File: config.mk
export PLATFORM = sky130hd
export DESIGN_NAME = hms_compress
export DESIGN_NICKNAME = d
export VERILOG_FILES = /design/src/design/hms_pkg.sv /design/src/design/hms_compress.sv
export SDC_FILE = /design/constraint.sdc
export NUM_CORES = 2
export LEC_CHECK = 0
export BUFFER_PORTS_ARGS = -buffer_cell sky130_fd_sc_hd__buf_2
export CAP_MARGIN = 20
export CORE_MARGIN = 1.5
export CORE_UTILIZATION = 60
export DETAILED_ROUTE_END_ITERATION = 16
export PLACE_DENSITY = 0.85
export SKIP_CTS_REPAIR_TIMING = 1
export SYNTH_ARGS = -nofsm -noshare
export SYNTH_HDL_FRONTEND = slang
export SYNTH_SLANG_ARGS = --single-unit
File: constraint.sdc
create_clock -name i_clk -period 30.6 [get_ports i_clk]
set_clock_uncertainty 0.1 [all_clocks]
set_input_delay 0 -clock i_clk [delete_from_list [all_inputs] [get_ports i_clk]]
set_output_delay 0 -clock i_clk [all_outputs]
set_load 0.1 [all_outputs]
File: src/design/hms_pkg.sv
// shared constants, types and functions for the hmac-sha256 block
package hms_pkg;

    localparam int unsigned KeyRegs = 4;
    localparam logic [1:0]  KeyIdx0 = 2'd0;
    localparam logic [1:0]  KeyIdx1 = 2'd1;
    localparam logic [1:0]  KeyIdx2 = 2'd2;
    localparam logic [1:0]  KeyIdx3 = 2'd3;
    localparam logic [7:0]  IpadByte = 8'h36;
    localparam logic [7:0]  OpadByte = 8'h5c;
    localparam logic [7:0]  PadByte  = 8'h80;
    localparam logic [5:0]  LenPos   = 6'd56;

    typedef logic [31:0] t_word;

    typedef struct packed {
        logic  start;
        t_word w0;
    } t_rnd_ctl;

    function automatic t_word f_k(input logic [5:0] r);
        t_word k;
        case (r)
            6'd0: k = 32'h428a2f98; 6'd1: k = 32'h71374491; 6'd2: k = 32'hb5c0fbcf;
            6'd3: k = 32'he9b5dba5; 6'd4: k = 32'h3956c25b; 6'd5: k = 32'h59f111f1;
            6'd6: k = 32'h923f82a4; 6'd7: k = 32'hab1c5ed5; 6'd8: k = 32'hd807aa98;
            6'd9: k = 32'h12835b01; 6'd10: k = 32'h243185be; 6'd11: k = 32'h550c7dc3;
            6'd12: k = 32'h72be5d74; 6'd13: k = 32'h80deb1fe; 6'd14: k = 32'h9bdc06a7;
            6'd15: k = 32'hc19bf174; 6'd16: k = 32'he49b69c1; 6'd17: k = 32'hefbe4786;
            6'd18: k = 32'h0fc19dc6; 6'd19: k = 32'h240ca1cc; 6'd20: k = 32'h2de92c6f;
            6'd21: k = 32'h4a7484aa; 6'd22: k = 32'h5cb0a9dc; 6'd23: k = 32'h76f988da;
            6'd24: k = 32'h983e5152; 6'd25: k = 32'ha831c66d; 6'd26: k = 32'hb00327c8;
            6'd27: k = 32'hbf597fc7; 6'd28: k = 32'hc6e00bf3; 6'd29: k = 32'hd5a79147;
            6'd30: k = 32'h06ca6351; 6'd31: k = 32'h14292967; 6'd32: k = 32'h27b70a85;
            6'd33: k = 32'h2e1b2138; 6'd34: k = 32'h4d2c6dfc; 6'd35: k = 32'h53380d13;
            6'd36: k = 32'h650a7354; 6'd37: k = 32'h766a0abb; 6'd38: k = 32'h81c2c92e;
            6'd39: k = 32'h92722c85; 6'd40: k = 32'ha2bfe8a1; 6'd41: k = 32'ha81a664b;
            6'd42: k = 32'hc24b8b70; 6'd43: k = 32'hc76c51a3; 6'd44: k = 32'hd192e819;
            6'd45: k = 32'hd6990624; 6'd46: k = 32'hf40e3585; 6'd47: k = 32'h106aa070;
            6'd48: k = 32'h19a4c116; 6'd49: k = 32'h1e376c08; 6'd50: k = 32'h2748774c;
            6'd51: k = 32'h34b0bcb5; 6'd52: k = 32'h391c0cb3; 6'd53: k = 32'h4ed8aa4a;
            6'd54: k = 32'h5b9cca4f; 6'd55: k = 32'h682e6ff3; 6'd56: k = 32'h748f82ee;
            6'd57: k = 32'h78a5636f; 6'd58: k = 32'h84c87814; 6'd59: k = 32'h8cc70208;
            6'd60: k = 32'h90befffa; 6'd61: k = 32'ha4506ceb; 6'd62: k = 32'hbef9a3f7;
            default: k = 32'hc67178f2;
        endcase
        return k;
    endfunction

    function automatic t_word f_iv(input logic [2:0] i);
        t_word h;
        case (i)
            3'd0: h = 32'h6a09e667; 3'd1: h = 32'hbb67ae85;
            3'd2: h = 32'h3c6ef372; 3'd3: h = 32'ha54ff53a;
            3'd4: h = 32'h510e527f; 3'd5: h = 32'h9b05688c;
            3'd6: h = 32'h1f83d9ab;
            default: h = 32'h5be0cd19;
        endcase
        return h;
    endfunction

endpackage

File: src/design/hms_compress.sv
// sha-256 compression, one round per cycle, block words streamed in while o_need_w is high
module hms_compress (
    input  logic             i_clk,
    input  logic             i_rst_n,
    input  hms_pkg::t_rnd_ctl i_ctl,
    input  hms_pkg::t_word   i_w,
    input  logic             i_init,
    output logic             o_need_w,
    output logic             o_busy,
    output logic             o_done,
    output hms_pkg::t_word   o_h [8]
);
    import hms_pkg::*;

    t_word r_h [8];
    t_word r_v [8];
    t_word r_s [16];
    logic [5:0] r_rnd;
    logic r_busy;
    logic r_fold;

    t_word w, x, y, t1, t2, e, a;
    logic [3:0] ri;

    assign ri = r_rnd[3:0];
    assign o_need_w = r_busy && (r_rnd < 6'd16);
    assign o_busy = r_busy || r_fold;

    always_comb begin
        x = r_s[ri + 4'd1];
        y = r_s[ri + 4'd14];
        if (r_rnd < 6'd16) begin
            w = (r_rnd == 6'd0) ? i_ctl.w0 : i_w;
        end else begin
            w = r_s[ri] + ({x[6:0], x[31:7]} ^ {x[17:0], x[31:18]} ^ (x >> 3))
                + r_s[ri + 4'd9]
                + ({y[16:0], y[31:17]} ^ {y[18:0], y[31:19]} ^ (y >> 10));
        end
        e = r_v[4];
        a = r_v[0];
        t1 = r_v[7] + ({e[5:0], e[31:6]} ^ {e[10:0], e[31:11]} ^ {e[24:0], e[31:25]})
             + ((e & r_v[5]) ^ (~e & r_v[6])) + f_k(r_rnd) + w;
        t2 = ({a[1:0], a[31:2]} ^ {a[12:0], a[31:13]} ^ {a[21:0], a[31:22]})
             + ((a & r_v[1]) ^ (a & r_v[2]) ^ (r_v[1] & r_v[2]));
    end

    always_ff @(posedge i_clk) begin
        if (!i_rst_n) begin
            o_done <= 1'b0;
            r_busy <= 1'b0;
            r_fold <= 1'b0;
            r_rnd <= '0;
            for (int i = 0; i < 8; i++) r_h[i] <= f_iv(3'(i));
        end else begin
            o_done <= r_fold && !r_busy;
            if (i_init) begin
                for (int i = 0; i < 8; i++) r_h[i] <= f_iv(3'(i));
            end
            if (i_ctl.start && !r_busy && !r_fold) begin
                r_busy <= 1'b1;
                r_rnd <= '0;
                for (int i = 0; i < 8; i++) r_v[i] <= i_init ? f_iv(3'(i)) : r_h[i];
            end else if (r_busy) begin
                r_s[ri] <= w;
                r_v[7] <= r_v[6]; r_v[6] <= r_v[5]; r_v[5] <= r_v[4];
                r_v[4] <= r_v[3] + t1;
                r_v[3] <= r_v[2]; r_v[2] <= r_v[1]; r_v[1] <= r_v[0];
                r_v[0] <= t1 + t2;
                r_rnd <= r_rnd + 6'd1;
                if (r_rnd == 6'd63) begin
                    r_busy <= 1'b0;
                    r_fold <= 1'b1;
                end
            end else if (r_fold) begin
                for (int i = 0; i < 8; i++) r_h[i] <= r_h[i] + r_v[i];
                r_fold <= 1'b0;
            end
        end
    end

    assign o_h = r_h;

    a_fold_after_last_round: assert property (@(posedge i_clk) disable iff (!i_rst_n)
        r_busy && r_rnd == 6'd63 |=> r_fold && !r_busy)
        else $error("fold missed");
    a_done_after_fold: assert property (@(posedge i_clk) disable iff (!i_rst_n)
        r_fold |=> o_done)
        else $error("done missed");
    a_not_both: assert property (@(posedge i_clk) disable iff (!i_rst_n)
        !(r_busy && r_fold))
        else $error("busy and fold together");
endmodule

# Word level (Yosys, flattened, before mapping)
# Memory sizes are Yosys's and may differ from the RTL's. A register that Yosys moved wholly into a read port is not among the register bits.
# Cells that the tools add are included.
[op_classes]
add_sub_neg = 22
order_cmp = 1
eq_ne = 2
n_mux = 54
bitwise = 27
reduce_logical = 10
[ops]
columns = ["op", "count"]
rows = [
  ["$mux 32", 34],
  ["$mux 256", 4],
  ["$add 32x32->32", 18],
  ["$xor 32x32->32", 9],
  ["$and 32x32->32", 5],
  ["$not 32->32", 1],
  ["$xor 32x22->32", 1],
  ["$xor 32x29->32", 1],
  ["$mux 1", 12],
  ["$mux 6", 2],
  ["$add 4x4->4 const B", 2],
  ["$mux 4", 2],
  ["$or 1x1->1", 8],
  ["$add 6x1->6 const B", 1],
  ["$eq 6x6->1 const B", 1],
  ["$logic_not 6->1", 1],
  ["$lt 6x5->1 const B", 1],
  ["$add 4x1->4 const B", 1],
  ["$logic_and 1x1->1", 4],
  ["$logic_not 1->1", 2],
  ["$ne 2x1->1 const B", 1],
  ["$not 1->1", 2],
  ["$reduce_and 2->1", 1],
  ["$reduce_or 2->1", 1],
  ["$logic_or 1x1->1", 1],
]
[word_totals]
regBits = 265
ramBits = 768
rom_bits = 2048
input_bits = 68
out_inout_bits = 259
elab_cells = 131
mem_count = 3
[memory_table]
columns = ["name", "depth", "width", "rd", "rd_clocked_by_memory_dff", "write_ports", "line", "source"]
rows = [
  ["(no name shown)", 64, 32, 1, 1, 0, "hms_pkg.sv:23", "case (r)"],
  ["r_s", 16, 32, 4, 1, 1, "hms_compress.sv:17", "t_word r_s [16];"],
  ["r_v", 8, 32, 8, 0, 8, "hms_compress.sv:16", "t_word r_v [8];"],
]

# Longest topological paths before layout
# An unclocked memory read counts as a cell.
[logic_depth]
ltp_word = 11
ltp_mapped = 63
depth_no_buf = 54

# Worst setup path before layout
# OpenSTA, ideal clock, no wires.
[synth_timing]
path_type = "flip-flop to flip-flop"
from = "reg r_rnd[0]"
to = "mem r_v[0][31] (netlist name) (data pin)"
setup_time_ps = 263
t_arrival_ps = 14073
t_required_ps = 30237
path_slack_ps = 16164
path_stages_with_launch = 61
path_buffers = 10
period_less_slack_ps = 14436
path_cell_list = "dfxtp_1 -> buf_6 -> buf_6 -> buf_2 -> buf_2 -> buf_1 -> clkbuf_1 -> inv_1 -> ha_1 -> buf_1 -> clkbuf_1 -> clkbuf_1 -> clkbuf_1 -> mux4_2 -> mux4_2 -> fa_1 -> inv_1 -> fa_1 -> (+25 left out) -> nand4_1 -> nand3_1 -> or4_1 -> and3_1 -> nor2_1 -> inv_1 -> fa_1 -> inv_1 -> ha_1 -> a21oi_1 -> nor3b_1 -> nand2b_1 -> a31oi_1 -> o21ai_0 -> a21oi_1 -> xnor2_1 -> xnor2_1 -> o21ai_1"
[synth_rtl]
columns = ["element", "line", "source"]
rows = [
  ["start: declaration", "hms_compress.sv:18", "logic [5:0] r_rnd;"],
  ["start signal: assignment", "hms_compress.sv:69", "r_rnd <= r_rnd + 6'd1;"],
  ["end: declaration", "hms_compress.sv:16", ""],
]

==> flow_summary.ini <==
[global_routing]
grt_pass1_vias = 62168
grt_pass1_wl_um = 422000
grt_max_degree = 225
antenna_found_initial = 11
top_usage_layer = met2
gr-total-overflow = 0
met2_usage_pct = 64.3
grtUsageMet3_pct = 14.7
grtUsageTotal_pct = 44.1
use_met1_pct = 52.9

[synthesis]
synthesis.yosys.warnings = 0
synthFlopType = edfxtp_1
synthCells = 7148
synthesis.area_um2 = 77300
synth.distinct_cells = 83
syn_nets = 7805
avgSynthCellArea_um2 = 10.8
synth_async_sr_flop_share_pct = 0
yosysSeqAreaShare_pct = 37.6
synth_edf_count = 768
ys_seq_elements = 1069

[clock_network]
cts_tree = yes
insertion_delay_ps = 790
cts_sinks = 1069
numCtsBuffers = 116
ctsLongestPathBuffers = 3
htree_levels = 3
root_buffer = clkbuf_16
clk_pin_slew_worst_paths_ps = 70

[critical_path]
worstPathMaxFanout = 61
crit_slowest_cell = dfxtp_4
end_kind = flop
critPathMostFrequentCell = inv_1
crit_arrival_ps = 16080
slowest_delay_ps = 940
cp-start-kind = flop
worstPathRequired_ps = 30980
crit_type = flop to flop

[placed_design]
hpwl_um = 204000
place_inst = 8836
place.gp.congestion = 1.06
io_buffers = 326

[sta]
finalSetupTns_ps = 0
tightest_slew_ps = 1220
slew_violations = 0
period_share_pct = 51.3
max_slew_margin_pct = 17.9
whs_ps = -34.1
fin_crit_ps = 15710
finalSetupViolations = 0
rsz0062_at_grt = no
hold_violations = 35
max_freq_mhz = 63.7

[outcome]
status = complete, but fails checks
violations = hold timing

[drt]
first_pass_iters = 8
postRouteWirelength_um = 293000
detail-route-antenna-nets = 0
drc = 0
drtIter0Drc = 10458
vias_per_cell = 7.16
vias = 65188
wire_per_inst_um = 32.1

[cells_and_area]
num-nets-final = 7996
area_delta_synth_final_pct = 10.4
drive_gt1_share_pct = 17.2
fillers = 9228
final_cells = 9110

[die]
die_w_um = 362
rows = 131
start_util_pct = 60.5
ios = 327
die_h_um = 362
core_area_um2 = 128000
die_area_um2 = 131000

[flow_run]
max_cap_violations = 0

[hold_path]
hold_path.class = input pin to flop
==> layout make-up <==
cell class | instances | area [um2] | share of cell area (%)
timing repair buffer | 512 | 3210 | 3.76
inverter | 415 | 1560 | 1.83
multi-input combinational | 5225 | 45200 | 53.0
clock inverter | 82 | 1060 | 1.24
antenna | 6 | 15.0 | 0.0176
sequential | 1069 | 29100 | 34.1
clock buffer | 139 | 3060 | 3.59
tap | 1662 | 2080 | 2.44
==> worst max-delay path: cells and delay by family (launching register included) <==
family,cells,cell delay [ps]
buf+inv,10,2560
compound gates,17,4300
flops,1,940
xor+xnor,6,1070
mux,2,1010
fa+ha+maj,10,4400
simple gates,5,840
==> per-stage QoR <==
stage	instance area, um2	worst slack [ps]	utilization, %	hold WS (ps)
finish	85300	14890	66.8	-34.1
global route	85300	14330	66.8	2.06
CTS	84800	15210	66.4	-471
detailed placement	80700	15300	63.2	303
global placement	80700	15660	63.2	304
floorplan	77300	16160	-	326
==> Yosys cell counts, types with 15 or more instances <==
cell type    n  area share (%)
nor3b_1     15            0.15
a21oi_1    539             3.5
xnor2_1    377             4.3
a211oi_1    64            0.62
fa_1       195             5.1
edfxtp_1   768              30
ha_1       394             6.4
inv_1      413             2.0
a21boi_0    22            0.21
nand2_1    476             2.3
xor2_1     167             1.9
nand3_1     66            0.43
o311ai_0    28            0.32
mux2i_1     37            0.48
o21a_1      76            0.74
buf_1       62            0.30
and2_1      19            0.15
o21ai_0    451             2.9
nor3_1     121            0.78
o211ai_1   120             1.2
o21bai_1    44            0.43
nor2_1     656             3.2
nand2b_1   150             1.2
nor2b_1     65            0.53
nand3b_1    34            0.33
or2_2       16            0.13
mux4_2     499              15
a31oi_1     40            0.32
clkbuf_1   369             1.8
nand4_1     21            0.17
o31ai_1     37            0.36
a21o_1     179             1.7
or3_1       29            0.23
and3_1      23            0.19
mux2_2      43            0.63
dfxtp_1    301             7.8
o22ai_1     18            0.15
==> metal layers <==
| layer | vias up | routed length [um] |
|---|---|---|
| li1 | 26880 | - |
| met2 | 5694 | 124000 |
| met4 | 18 | 30500 |
| met5 | - | 105 |
| met1 | 31120 | 94600 |
| met3 | 1476 | 43800 |
==> cells in the final DEF, fill, tap and decap left out, drive strengths merged, types with 76 or more instances in the layout <==
| cell | netlist | layout |
|---|---|---|
| nand2 | 476 | 476 |
| o21ai | 456 | 456 |
| inv | 413 | 420 |
| edfxtp | 768 | 768 |
| o21a | 76 | 76 |
| ha | 394 | 394 |
| clkbuf | 369 | 139 |
| xor2 | 168 | 168 |
| mux4 | 513 | 513 |
| a21o | 179 | 179 |
| a21oi | 540 | 540 |
| dfxtp | 301 | 301 |
| nor3 | 121 | 121 |
| fa | 195 | 195 |
| nor2 | 656 | 656 |
| nand2b | 150 | 150 |
| xnor2 | 380 | 380 |
| buf | 70 | 465 |
| o211ai | 120 | 120 |
==> sequential cells by signal (all words and copies together), names as in the netlist, named ones only <==
name	cells
o_done	1
r_rnd	6
o_h	256
r_v	256
r_fold	1
r_busy	1
r_s	512
==> cell families (layout without fill, tap and decap cells) <==
kind of cell             after synthesis  count (layout)  share of synthesized area (%)
AO/OA/AOI/OAI                       1765            1765                           14.2
XOR/XNOR                             549             549                           6.28
adder cells (fa/ha/maj)              594             594                           11.5
buffers and inverters                854            1148                           4.18
flip-flops                          1069            1069                           37.6
multiplexers                         593             593                           16.1
other                                  0               6                              0
AND/OR/NAND/NOR                     1724            1724                           10.1
==> worst paths after layout <==
kind         cells after the start    endpoint  slack (ps)  startpoint
max                             50  r_v[0][31]       14890    r_rnd[0]
min                              4  r_s[2][21]         -30   i_ctl[21]
max reg2reg                     50  r_v[0][31]       14890    r_rnd[0]
min reg2reg                      2     o_h[20]         400     o_h[20]
Power is not shown: default switching activity piles up to over one toggle a cycle in this logic, so the estimate is an artifact.
